File: src/sv/axdz_pkg.sv
`default_nettype none
package axdz_pkg;

  // sequencer states of the normalizer
  typedef enum logic [2:0] {
    S_IDLE,
    S_READ,
    S_PREP,
    S_DIV,
    S_OUT
  } state_t;

  // divider operand width: magnitudes up to 32768
  localparam int OPW = 17;

  // sample and result field width
  localparam int SAMPLE_W = 16;

  // fraction bits of the sample scale: full deflection is 2^FRAC_BITS
  localparam int FRAC_BITS = 14;

  // register reset values
  localparam logic [13:0] DZ_RESET = 14'd3277;
  localparam logic [14:0] IR_RESET = 15'd14746;

  // register indexes on the configuration port
  localparam logic [0:0] REG_DZ         = 1'b0;
  localparam logic [0:0] REG_INIT_RANGE = 1'b1;

endpackage
`default_nettype wire

File: src/sv/axdz_ram.sv
`default_nettype none
module axdz_ram #(
  parameter int WIDTH = 32,
  parameter int DEPTH = 16
) (
  input  wire logic                                   clk,
  input  wire logic                                   wr_en,
  input  wire logic [(DEPTH > 1 ? $clog2(DEPTH) : 1)-1:0] wr_addr,
  input  wire logic [WIDTH-1:0]                       wr_data,
  input  wire logic                                   rd_en,
  input  wire logic [(DEPTH > 1 ? $clog2(DEPTH) : 1)-1:0] rd_addr,
  output logic      [WIDTH-1:0]                       rd_data
);

  logic [WIDTH-1:0] mem [DEPTH];
  logic [WIDTH-1:0] rd_data_r;

  // write port and registered read port
  always_ff @(posedge clk) begin
    if (wr_en) begin
      mem[wr_addr] <= wr_data;
    end
    if (rd_en) begin
      rd_data_r <= mem[rd_addr];
    end
  end

  assign rd_data = rd_data_r;

endmodule
`default_nettype wire

File: src/sv/axdz_div.sv
`default_nettype none
module axdz_div #(
  parameter int QW = 16
) (
  input  wire logic                      clk,
  input  wire logic                      rst_n,
  input  wire logic                      start,
  input  wire logic [axdz_pkg::OPW-1:0]  dividend,
  input  wire logic [axdz_pkg::OPW-1:0]  divisor,
  output logic                           done,
  output logic      [QW-1:0]             quotient
);

  localparam int CNT_W = $clog2(QW + 1);

  logic [axdz_pkg::OPW:0]   rem_r;
  logic [axdz_pkg::OPW-1:0] den_r;
  logic [QW-1:0]            quo_r;
  logic [CNT_W-1:0]         cnt_r;
  logic                     busy_r;
  logic                     first_r;
  logic                     done_r;

  logic [axdz_pkg::OPW:0]   shifted;
  logic                     ge;
  logic [axdz_pkg::OPW:0]   rem_nxt;

  // one restoring step: the first step takes the integer bit without a shift
  always_comb begin
    shifted = first_r ? rem_r : {rem_r[axdz_pkg::OPW-1:0], 1'b0};
    ge      = shifted >= {1'b0, den_r};
    rem_nxt = ge ? shifted - {1'b0, den_r} : shifted;
  end

  // control: count quotient bits, pulse done after the last
  always_ff @(posedge clk) begin
    if (!rst_n) begin
      busy_r  <= 1'b0;
      done_r  <= 1'b0;
      first_r <= 1'b0;
      cnt_r   <= '0;
    end else begin
      done_r <= 1'b0;
      if (start) begin
        busy_r  <= 1'b1;
        first_r <= 1'b1;
        cnt_r   <= CNT_W'(QW);
      end else if (busy_r) begin
        first_r <= 1'b0;
        cnt_r   <= cnt_r - CNT_W'(1);
        if (cnt_r == CNT_W'(1)) begin
          busy_r <= 1'b0;
          done_r <= 1'b1;
        end
      end
    end
  end

  // datapath: remainder and quotient shift
  always_ff @(posedge clk) begin
    if (start) begin
      rem_r <= {1'b0, dividend};
      den_r <= divisor;
    end else if (busy_r) begin
      rem_r <= rem_nxt;
      quo_r <= {quo_r[QW-2:0], ge};
    end
  end

  assign done     = done_r;
  assign quotient = quo_r;

endmodule
`default_nettype wire

File: src/sv/axis_deadzone_range_normalizer.sv
// Dead-zone removal and auto-ranging for up to N_AXES stick axes, in signed
// fixed point where 2^FRAC_BITS is full deflection. Each input word carries
// an axis index and a raw sample (tuser: clear flag that reloads the axis range
// from initial_range first). The sample is zeroed inside the dead zone, clamped
// to +/-1.0, widens the per-axis max/min kept in a registered-read RAM, and
// outside the dead zone is rescaled by a bit-serial divider to +/-1.0 with
// round-to-nearest. One word is in flight at a time: an active sample waits
// for the divider, which retires one quotient bit per cycle, before the next
// acceptance, and a sample inside the dead zone skips the divider. Axis
// ranges start at +/-14746 out of reset with no clearing pass. Indexes at
// or above N_AXES wrap modulo N_AXES. A finished result waits in the
// output register and the next word is accepted meanwhile.
`default_nettype none
module axis_deadzone_range_normalizer #(
  parameter int N_AXES = 16
) (
  input  wire logic        clk,
  input  wire logic        rst_n,
  // configuration writes
  input  wire logic        cfg_wr_en,
  input  wire logic [0:0]  cfg_index,
  input  wire logic [14:0] cfg_wdata,
  // input words
  input  wire logic        in_tvalid,
  output logic             in_tready,
  input  wire logic [23:0] in_tdata,   // axis[3:0], raw_sample[19:4], zero pad
  input  wire logic        in_tuser,   // clear_range
  // result words
  output logic             out_tvalid,
  input  wire logic        out_tready,
  output logic      [39:0] out_tdata,  // axis_out[3:0], normalized[19:4],
                                       // clamped_raw[35:20], zero pad
  output logic             out_tuser   // active
);

  localparam int AX_W = (N_AXES > 1) ? $clog2(N_AXES) : 1;
  localparam int QW   = axdz_pkg::FRAC_BITS + 2;
  localparam int CW   = (axdz_pkg::FRAC_BITS + 2 > 17) ? axdz_pkg::FRAC_BITS + 2 : 17;
  localparam int SW   = axdz_pkg::SAMPLE_W;
  localparam int OPW  = axdz_pkg::OPW;

  axdz_pkg::state_t state_r, state_nxt;

  // configuration registers
  logic [13:0] dz_r;
  logic [14:0] ir_r;

  always_ff @(posedge clk) begin
    if (!rst_n) begin
      dz_r <= axdz_pkg::DZ_RESET;
      ir_r <= axdz_pkg::IR_RESET;
    end else if (cfg_wr_en) begin
      case (cfg_index)
        axdz_pkg::REG_DZ:         dz_r <= cfg_wdata[13:0];
        axdz_pkg::REG_INIT_RANGE: ir_r <= cfg_wdata;
        default: ;
      endcase
    end
  end

  // axis index wrap table
  logic [AX_W-1:0] ax_map [16];
  for (genvar gi = 0; gi < 16; gi++) begin : g_map
    assign ax_map[gi] = AX_W'(gi % N_AXES);
  end

  // control strobes from the sequencer
  logic in_acc;
  logic ram_wr;
  logic div_start;
  logic out_load;
  logic out_free;

  assign out_free = !out_tvalid || out_tready;

  // dead zone and clamp on the incoming sample
  logic signed [CW-1:0] s_c;
  logic signed [CW-1:0] dz_c;
  logic signed [CW-1:0] one_c;
  logic signed [CW-1:0] z_c;
  logic signed [CW-1:0] v_c;
  logic                 act_c;

  always_comb begin
    s_c   = $signed({{(CW-SW){in_tdata[19]}}, in_tdata[19:4]});
    dz_c  = $signed({{(CW-14){1'b0}}, dz_r});
    one_c = $signed(CW'(1) << axdz_pkg::FRAC_BITS);
    z_c   = ((s_c < dz_c) && (s_c > -dz_c)) ? '0 : s_c;
    if (z_c > one_c) begin
      v_c = one_c;
    end else if (z_c < -one_c) begin
      v_c = -one_c;
    end else begin
      v_c = z_c;
    end
    act_c = (v_c > dz_c) || (v_c < -dz_c);
  end

  // per-axis valid bits: an unwritten entry reads as the reset range
  logic [N_AXES-1:0] vld_r;
  logic [AX_W-1:0]   ax_r;

  always_ff @(posedge clk) begin
    if (!rst_n) begin
      vld_r <= '0;
    end else if (ram_wr) begin
      vld_r[ax_r] <= 1'b1;
    end
  end

  // word registers captured at acceptance
  logic [3:0]           ax_in_r;
  logic                 clr_r;
  logic                 hit_r;
  logic                 act_r;
  logic signed [SW-1:0] v_r;

  always_ff @(posedge clk) begin
    if (in_acc) begin
      ax_in_r <= in_tdata[3:0];
      ax_r    <= ax_map[in_tdata[3:0]];
      clr_r   <= in_tuser;
      hit_r   <= vld_r[ax_map[in_tdata[3:0]]];
      act_r   <= act_c;
      v_r     <= v_c[SW-1:0];
    end
  end

  // range memory: {max, min} per axis
  logic [2*SW-1:0] rd_data;
  logic [2*SW-1:0] wr_data;

  axdz_ram #(
    .WIDTH (2 * SW),
    .DEPTH (N_AXES)
  ) u_range_ram (
    .clk     (clk),
    .wr_en   (ram_wr),
    .wr_addr (ax_r),
    .wr_data (wr_data),
    .rd_en   (in_acc),
    .rd_addr (ax_map[in_tdata[3:0]]),
    .rd_data (rd_data)
  );

  // reload or widen the range, then write it back
  logic signed [SW-1:0] base_max;
  logic signed [SW-1:0] base_min;
  logic signed [SW-1:0] new_max;
  logic signed [SW-1:0] new_min;
  logic signed [SW-1:0] rmax_r;
  logic signed [SW-1:0] rmin_r;

  always_comb begin
    if (clr_r) begin
      base_max = $signed({1'b0, ir_r});
      base_min = -$signed({1'b0, ir_r});
    end else if (hit_r) begin
      base_max = $signed(rd_data[2*SW-1:SW]);
      base_min = $signed(rd_data[SW-1:0]);
    end else begin
      base_max = $signed({1'b0, axdz_pkg::IR_RESET});
      base_min = -$signed({1'b0, axdz_pkg::IR_RESET});
    end
    new_max = (v_r > base_max) ? v_r : base_max;
    new_min = (v_r < base_min) ? v_r : base_min;
    wr_data = {new_max, new_min};
  end

  always_ff @(posedge clk) begin
    if (ram_wr) begin
      rmax_r <= new_max;
      rmin_r <= new_min;
    end
  end

  // distance past the dead zone and tracked range past it
  logic signed [OPW:0] v_x;
  logic signed [OPW:0] dz_x;
  logic signed [OPW:0] num_x;
  logic signed [OPW:0] den_x;
  logic                pos;

  always_comb begin
    pos  = !v_r[SW-1];
    v_x  = $signed({{(OPW+1-SW){v_r[SW-1]}}, v_r});
    dz_x = $signed({{(OPW+1-14){1'b0}}, dz_r});
    if (pos) begin
      num_x = v_x - dz_x;
      den_x = $signed({{(OPW+1-SW){rmax_r[SW-1]}}, rmax_r}) - dz_x;
    end else begin
      num_x = -v_x - dz_x;
      den_x = -$signed({{(OPW+1-SW){rmin_r[SW-1]}}, rmin_r}) - dz_x;
    end
  end

  logic          div_done;
  logic [QW-1:0] quotient;

  axdz_div #(
    .QW (QW)
  ) u_div (
    .clk      (clk),
    .rst_n    (rst_n),
    .start    (div_start),
    .dividend (num_x[OPW-1:0]),
    .divisor  (den_x[OPW-1:0]),
    .done     (div_done),
    .quotient (quotient)
  );

  // round the doubled quotient and restore the sign
  logic [QW-1:0] q_inc;
  logic [SW-1:0] mag;
  logic [SW-1:0] norm;

  always_comb begin
    q_inc = quotient + QW'(1);
    mag   = SW'(q_inc[QW-1:1]);
    if (!act_r) begin
      norm = '0;
    end else if (pos) begin
      norm = mag;
    end else begin
      norm = -mag;
    end
  end

  // sequencer: next state
  always_comb begin
    state_nxt = state_r;
    case (state_r)
      axdz_pkg::S_IDLE: if (in_tvalid) state_nxt = axdz_pkg::S_READ;
      axdz_pkg::S_READ: state_nxt = axdz_pkg::S_PREP;
      axdz_pkg::S_PREP: state_nxt = act_r ? axdz_pkg::S_DIV : axdz_pkg::S_OUT;
      axdz_pkg::S_DIV:  if (div_done) state_nxt = axdz_pkg::S_OUT;
      axdz_pkg::S_OUT:  if (out_free) state_nxt = axdz_pkg::S_IDLE;
      default:          state_nxt = axdz_pkg::S_IDLE;
    endcase
  end

  // sequencer: strobes
  always_comb begin
    in_tready = 1'b0;
    ram_wr    = 1'b0;
    div_start = 1'b0;
    out_load  = 1'b0;
    case (state_r)
      axdz_pkg::S_IDLE: in_tready = 1'b1;
      axdz_pkg::S_READ: ram_wr    = 1'b1;
      axdz_pkg::S_PREP: div_start = act_r;
      axdz_pkg::S_DIV:  ;
      axdz_pkg::S_OUT:  out_load  = out_free;
      default:          ;
    endcase
  end

  assign in_acc = in_tvalid && in_tready;

  always_ff @(posedge clk) begin
    if (!rst_n) begin
      state_r <= axdz_pkg::S_IDLE;
    end else begin
      state_r <= state_nxt;
    end
  end

  // output register: hold the result until taken
  logic        out_tvalid_r;
  logic [39:0] out_tdata_r;
  logic        out_tuser_r;

  always_ff @(posedge clk) begin
    if (!rst_n) begin
      out_tvalid_r <= 1'b0;
    end else if (out_load) begin
      out_tvalid_r <= 1'b1;
    end else if (out_tready) begin
      out_tvalid_r <= 1'b0;
    end
  end

  always_ff @(posedge clk) begin
    if (out_load) begin
      out_tdata_r <= {4'b0000, v_r, norm, ax_in_r};
      out_tuser_r <= act_r;
    end
  end

  assign out_tvalid = out_tvalid_r;
  assign out_tdata  = out_tdata_r;
  assign out_tuser  = out_tuser_r;

endmodule
`default_nettype wire
File: config.mk
export PLATFORM = sky130hd
export DESIGN_NAME = axis_deadzone_range_normalizer
export DESIGN_NICKNAME = d
export VERILOG_FILES = /design/src/sv/axdz_pkg.sv /design/src/sv/axdz_ram.sv /design/src/sv/axdz_div.sv /design/src/sv/axis_deadzone_range_normalizer.sv
export SDC_FILE = /design/constraint.sdc
export NUM_CORES = 1
export LEC_CHECK = 0
export BUFFER_PORTS_ARGS = -buffer_cell sky130_fd_sc_hd__buf_2
export CAP_MARGIN = 30
export CELL_PAD_IN_SITES_DETAIL_PLACEMENT = 0
export CELL_PAD_IN_SITES_GLOBAL_PLACEMENT = 1
export CORE_MARGIN = 2
export CORE_UTILIZATION = 48
export DETAILED_ROUTE_END_ITERATION = 6
export HOLD_SLACK_MARGIN = 0.03
export PLACE_DENSITY = 0.79
export SYNTH_ARGS = -nofsm -noshare
export SYNTH_HDL_FRONTEND = slang
export SYNTH_SLANG_ARGS = --single-unit
File: constraint.sdc
create_clock -name clk -period 6.8 [get_ports clk]
set_clock_uncertainty 0.15 [all_clocks]
set_input_delay 0.34 -clock clk [delete_from_list [all_inputs] [get_ports clk]]
set_output_delay 0.34 -clock clk [all_outputs]
set_load 0.05 [all_outputs]
After elaboration in Yosys (flattened, before gate mapping)
Memories as Yosys holds them, arrays and structs flattened. A register that Yosys moved wholly into a read port is not among the register bits.
Index checks and enable logic that the tools add are counted.
{"block": "word_totals", "output_inout_bits": 43, "inputBits": 46, "romBits": 64, "mem_count": 2, "ramBits": 512, "word_cells": 126, "regBits": 204}
{"block": "classes", "n_lt_le_gt_ge": 13, "n_eq_ne": 8, "n_reduce_logical": 16, "bitwise": 6, "n_addsub": 12, "muxes": 43}
{"memory": "u_range_ram.mem", "words": 16, "width": 32, "read_ports": 1, "rd_clocked_by_memory_dff": 1, "wr": 1, "line_no": "axdz_ram.sv:15", "source": "logic [WIDTH-1:0] mem [DEPTH];"}
{"memory": "(no name shown)", "words": 16, "width": 4, "read_ports": 1, "rd_clocked_by_memory_dff": 0, "wr": 0, "line_no": "axis_deadzone_range_normalizer.sv:142", "source": ".rd_addr (ax_map[in_tdata[3:0]]),"}
{"operator": "two-way mux 17 bit", "n": 7}
{"operator": "two-way mux 16 bit", "n": 6}
{"operator": "two-way mux 18 bit", "n": 2}
{"operator": "negation 16 -> 17 bit", "n": 2}
{"operator": "subtractor 16 x 15 -> 17 bit", "n": 2}
{"operator": "subtractor 17 x 15 -> 17 bit", "n": 2}
{"operator": "negation 15 -> 16 bit", "n": 2}
{"operator": "greater-or-equal comparator 18 x 17 -> 1 bit", "n": 1}
{"operator": "subtractor 18 x 17 -> 18 bit", "n": 1}
{"operator": "> comparator 16 x 17 -> 1 bit", "n": 1}
{"operator": "> comparator 17 x 15 -> 1 bit", "n": 1}
{"operator": "> comparator 17 x 16 -> 1 bit, second input constant", "n": 1}
{"operator": "less-than comparator 17 x 15 -> 1 bit, second input constant", "n": 1}
{"operator": "less-than comparator 17 bit", "n": 1}
{"operator": "negation 14 -> 17 bit", "n": 1}
{"operator": "adder 16 x 1 -> 16 bit, second input constant", "n": 1}
{"operator": "> comparator 16 bit", "n": 1}
{"operator": "less-than comparator 16 x 15 -> 1 bit", "n": 1}
{"operator": "less-than comparator 16 bit", "n": 1}
{"operator": "two-way mux 1 bit", "n": 16}
{"operator": "OR 16 bit", "n": 1}
{"operator": "two-way mux 15 bit", "n": 1}
{"operator": "one-hot mux 3 bit (5 select lines)", "n": 1}
{"operator": "two-way mux 3 bit", "n": 4}
{"operator": "25 further kinds", "n": 40}

Depth between registers and ports, before layout
{"block": "depth", "depth_word": 9, "ltp_mapped": 29, "ltp_nobuf": 27}

Modules after synthesis
From an unflattened synthesis, not the netlist that was laid out.
{"block": "hier_totals", "hier_cells": 2497, "area_unflattened_um2": 35572.9}
{"mod": "axdz_ram", "area_per_inst_um2": 20174.3, "cells_per_inst": 838, "n_inst": 1, "seq_area_each_um2": 16335.7}
{"mod": "axis_deadzone_range_normalizer", "area_per_inst_um2": 11855.1, "cells_per_inst": 1328, "n_inst": 1, "seq_area_each_um2": 3743.6}
{"mod": "axdz_div", "area_per_inst_um2": 3543.4, "cells_per_inst": 331, "n_inst": 1, "seq_area_each_um2": 1681.6}

Worst setup path before layout
Ideal clock, no wire load.
{"block": "synth_path", "path_kind": "flip-flop to flip-flop", "startpoint": "register state_r[0]", "endpoint": "memory u_range_ram.mem[0][0], enable pin", "path_slack_ps": 193, "stages_incl_launch_ff": 5, "arrival_ps": 5994, "setup_ps": 463, "path_buffers": 1, "required_time_ps": 6187, "synth_period_minus_slack_ps": 6607, "cell_sequence": "dfxtp_1 clkbuf_1 nor3b_1 or3b_2 nor3_1"}
{"block": "synth_via", "elab_chain_cells": 4}
{"item": "start: declaration", "line_no": "axis_deadzone_range_normalizer.sv:42", "source": "axdz_pkg::state_t state_r, state_nxt;"}
{"item": "start signal: assignment", "line_no": "axis_deadzone_range_normalizer.sv:262", "source": "state_r <= axdz_pkg::S_IDLE;"}
{"item": "start signal: assignment", "line_no": "axis_deadzone_range_normalizer.sv:264", "source": "state_r <= state_nxt;"}
{"item": "== test 3 x 1 -> 1 bit", "line_no": "axis_deadzone_range_normalizer.sv:248", "source": "case (state_r)"}
{"item": "two-way mux 1 bit", "line_no": "axis_deadzone_range_normalizer.sv:248"}
{"item": "two-way mux 1 bit", "line_no": "axdz_ram.sv:20", "source": "if (wr_en) begin"}
{"item": "two-way mux 1 bit (implied by the code)", "line_no": "axdz_ram.sv:21", "source": "mem[wr_addr] <= wr_data;"}
{"item": "end: declaration", "line_no": "axdz_ram.sv:15"}
Every way passes these cells.

Final worst setup path
{"block": "layout_path", "startpoint": "register dz_r[0]", "endpoint": "register act_r (data pin)"}
{"block": "layout_via", "elab_chain_cells": 9, "elab_cells_between_ends": 12, "classes_between": "add/sub (1); order compare (6); mux (3); reduce/logical (2)"}
{"item": "start: declaration", "line_no": "axis_deadzone_range_normalizer.sv:45", "source": "logic [13:0] dz_r;"}
{"item": "start signal: assignment", "line_no": "axis_deadzone_range_normalizer.sv:50", "source": "dz_r <= axdz_pkg::DZ_RESET;"}
{"item": "start signal: assignment", "line_no": "axis_deadzone_range_normalizer.sv:54", "source": "axdz_pkg::REG_DZ: dz_r <= cfg_wdata[13:0];"}
{"item": "negation 14 -> 17 bit", "line_no": "axis_deadzone_range_normalizer.sv:88", "source": "z_c = ((s_c < dz_c) && (s_c > -dz_c)) ? '0 : s_c;"}
{"item": "> comparator 16 x 17 -> 1 bit", "line_no": "axis_deadzone_range_normalizer.sv:88"}
{"item": "logical AND 1 bit (*)", "line_no": "axis_deadzone_range_normalizer.sv:88"}
{"item": "two-way mux 17 bit (*)", "line_no": "axis_deadzone_range_normalizer.sv:88"}
{"item": "less-than comparator 17 x 15 -> 1 bit", "line_no": "axis_deadzone_range_normalizer.sv:91", "source": "end else if (z_c < -one_c) begin"}
{"item": "two-way mux 17 bit", "line_no": "axis_deadzone_range_normalizer.sv:91"}
{"item": "two-way mux 17 bit (*)", "line_no": "axis_deadzone_range_normalizer.sv:89", "source": "if (z_c > one_c) begin"}
{"item": "named net v_c[1]", "line_no": "axis_deadzone_range_normalizer.sv:81", "source": "logic signed [CW-1:0] v_c;"}
{"item": "> comparator 17 x 15 -> 1 bit or less-than comparator 17 bit (tied branches)", "line_no": "axis_deadzone_range_normalizer.sv:96", "source": "act_c = (v_c > dz_c) || (v_c < -dz_c);"}
{"item": "logical OR 1 bit (*)", "line_no": "axis_deadzone_range_normalizer.sv:96"}
{"item": "named net act_c", "line_no": "axis_deadzone_range_normalizer.sv:82", "source": "logic act_c;"}
{"item": "end signal: assignment", "line_no": "axis_deadzone_range_normalizer.sv:124", "source": "act_r <= act_c;"}
{"item": "end: declaration", "line_no": "axis_deadzone_range_normalizer.sv:115", "source": "logic act_r;"}
Mark *: on every way through the listed nets, which the timed path passes. The rest lies on a longest branch.
A chain may end at the register's enable or synchronous reset.

==> reports/metrics.cfg <==
[setup_path]
cp-end-kind = flop
worstSetupPathType = flop to flop
crit_arrival_ns = 6.62
critPathMaxFanout = 5
required_ns = 7.02
worst_setup_path_start_kind = flop

[placement]
placement.io_buffers = 80
gp_congestion = 0.904
hpwl_um = 56600

[sta]
setup_tns_ns = 0
drv_slew = 0
max_freq_ghz = 0.156
slew-limit-headroom_pct = 29.7
post-route-min-period_ns = 6.40
rsz0062_at_grt = false
finalSetupViolations = 0
final.period_utilization_pct = 94.2
tightest_slew_ns = 1.05
final_hold_viol_count = 0

[clocking]
cts.clk_slew.worst_paths_ns = 0.06
cts_num_sinks = 744
postCtsHoldBufs = 27
clk_latency_ns = 0.65
post_cts_resized = 0
cts_root_buffer = clkbuf_16
h-tree-depth = 3
post_cts_buffers = 0
cts_tree = built
clock_path_buffers = 3
cts_made_buffers = 78

[global_route]
grt_overflow = 0
grt_max_degree = 77
gr-usage-met2_pct = 41.8
grt_pass1_wl_um = 136000
top_usage_layer = met2
grt_use_total_pct = 23.6
antenna_found_initial = 1
met3_usage_pct = 2.91
grt_pass1_vias = 21970
gr-usage-met1_pct = 29.7

[yosys]
synth_flop_cell = edfxtp_1
postSynthAreaPerCell_sq_um = 14.8
synthesis.area_sq_mm = 0.0356
synth-edff-count = 686
yosys.area_share.xor_xnor_pct = 2.51
synth_top_cell_by_area = edfxtp_1
synthAdderAreaFrac_pct = 7.23
ys_warn_count = 0
synthMuxAreaShare_pct = 12.1
synth_compound_area_share_pct = 7.93
netlist_instances = 2400
synthSimpleGateAreaFrac_pct = 6.74
yosysUniqueCellTypes = 76
synthTopCellsByArea = edfxtp_1 58%, mux4_2 10%, ha_1 6.9%, dfxtp_1 3.3%, xnor2_1 1.7%
ys_async_sr_fraction_pct = 0
yosysSeqAreaShare_pct = 61.1
ys_ff_latch = 744
synth_top_cell_area_share_pct = 57.8
synth_top_family_by_area = multiplexers

[pwr]
p_leak_nw = 14.5
power.total_w = 0.0116
peakVddDrop_v = 0.000249
power_density_mw_per_mm2 = 286

[detailed_routing]
drcViolationCount = 0
first_iter_violations = 1801
vias = 21563
finalWirelength_um = 90400
routedWlPerCell_um = 25.2
ant_nets = 0
drtPass1Iterations = 5
avgViaCountPerCell = 6.00

[min_path]
hp-class = input pin to flop

[final_layout]
area_growth_syn_to_layout_pct = 13.7
final_layout_size_suffix_gt1_share_pct = 19.0
nets = 2818
antenna_cells = 0
fillCellCount = 5713

[die]
initial_utilization_pct = 48.7
die-area_sq_mm = 0.0764
io_pins = 89
die_h_um = 276
fp.dieW_um = 276
core_sq_mm = 0.0732
num_rows = 99

[job]
maxCapViolCount = 0

[status]
outcome = finished clean

==> cell type report <==
type / instances / area, sq um / area share, %
Multi-Input combinational cell: 1440 / 13200 / 32.5
Sequential cell: 744 / 21800 / 53.7
Tap cell: 959 / 1200 / 2.96
Clock inverter: 45 / 539 / 1.33
Clock buffer: 98 / 2030 / 5.00
Inverter: 118 / 443 / 1.09
Timing Repair Buffer: 188 / 1360 / 3.35
==> stage by stage <==
step,setup slack (ns),area [sq um],hold WS (ns),std cells,util [%]
2_1_floorplan,0.193,35600,0.274,2403,-
3_3_place_gp,0.520,37500,0.292,3411,51.3
3_5_place_dp,0.552,37600,0.300,3419,51.4
4_1_cts,0.463,40500,0.0312,3589,55.3
5_1_grt,0.105,40500,0.0609,3592,55.3
6_report,0.395,40500,0.0559,3592,55.3
==> metal layers <==
metal	vias up	routed length [um]	share of wire [%]
li1	9697	-	-
met1	10909	35900	40
met2	770	45900	51
met3	187	5110	5.7
met4	0	3400	3.8
met5	-	0	0
==> cells in the mapped netlist, types with 19 or more instances <==
master    count
o21ai_0      76
nand2_1     126
a21o_1       24
a21oi_1      71
inv_1       118
clkbuf_1     76
xnor2_1      70
mux2i_1      39
dfxtp_1      58
edfxtp_1    686
xor2_1       27
nand3_1      41
mux2_2       19
nor2b_1      24
nor2_1      142
a211oi_1     21
o21a_1       45
ha_1        197
and2_1       26
nand2b_1     21
mux4_2      165
a21boi_0     30
nor3_1       36
o22ai_1      32
==> final timing paths <==
| kind | from | endpoint | slack [ns] | cells after the start |
|---|---|---|---|---|
| setup / recovery | dz_r[0] | act_r | 0.40 | 25 |
| hold / removal | in_tdata[8] | v_r[4] | 0.06 | 2 |
| setup reg to reg | dz_r[0] | act_r | 0.40 | 25 |
| hold reg to reg | u_div.done | state_r[1] | 0.32 | 1 |
==> critical path, cell delays in order, from the launching register on <==
cell	delay, ns
dfxtp_1	0.31
inv_1	0.14
ha_1	0.21
or3b_1	0.38
or2_2	0.35
nor3b_1	0.44
ha_1	0.36
a21o_1	0.19
a211o_1	0.31
o21ai_0	0.22
o221ai_2	0.16
o311ai_2	0.43
a21oi_4	0.07
and2_1	0.21
ha_1	0.29
nor2b_1	0.13
o21a_1	0.16
o21a_1	0.16
o21ai_0	0.14
nand2b_1	0.08
a21oi_1	0.17
o21ai_0	0.14
a311oi_1	0.36
o41ai_2	0.15
mux2i_1	0.14
or3_1	0.31
==> kinds of logic after synthesis <==
family,Yosys count
AO/OA/AOI/OAI,413
buffers and inverters,219
adder cells (fa/ha/maj),203
flip-flops,744
other,1
XOR/XNOR,99
multiplexers,223
AND/OR/NAND/NOR,498
==> sequential cells by signal, indices dropped and copies added, names as in the netlist, 3 cells and up <==
name,flops
u_div.den_r,17
u_range_ram.mem,512
v_r,16
vld_r,16
u_div.rem_r,18
out_tdata,36
state_r,3
ir_r,15
u_div.cnt_r,5
dz_r,14
u_range_ram.rd_data,32
rmax_r,16
rmin_r,16
u_div.quotient,16
ax_r,4
==> layout by cell type (no fill, tap or decap), drive strengths merged, types with 45 or more instances in the layout <==
cell,count
dfxtp,58
ha,197
clkbuf,99
o21ai,78
o21a,45
edfxtp,686
xnor2,70
nor2,142
mux4,165
nand2,126
inv,119
a21oi,72
buf,160
==> where the power goes <==
group          internal (W)  switching, W
Combinational      0.000682       0.00115
Clock               0.00242       0.00183
Sequential          0.00540      0.000107
Total               0.00850       0.00308
Note: power is estimated with default switching activity, not from simulation.
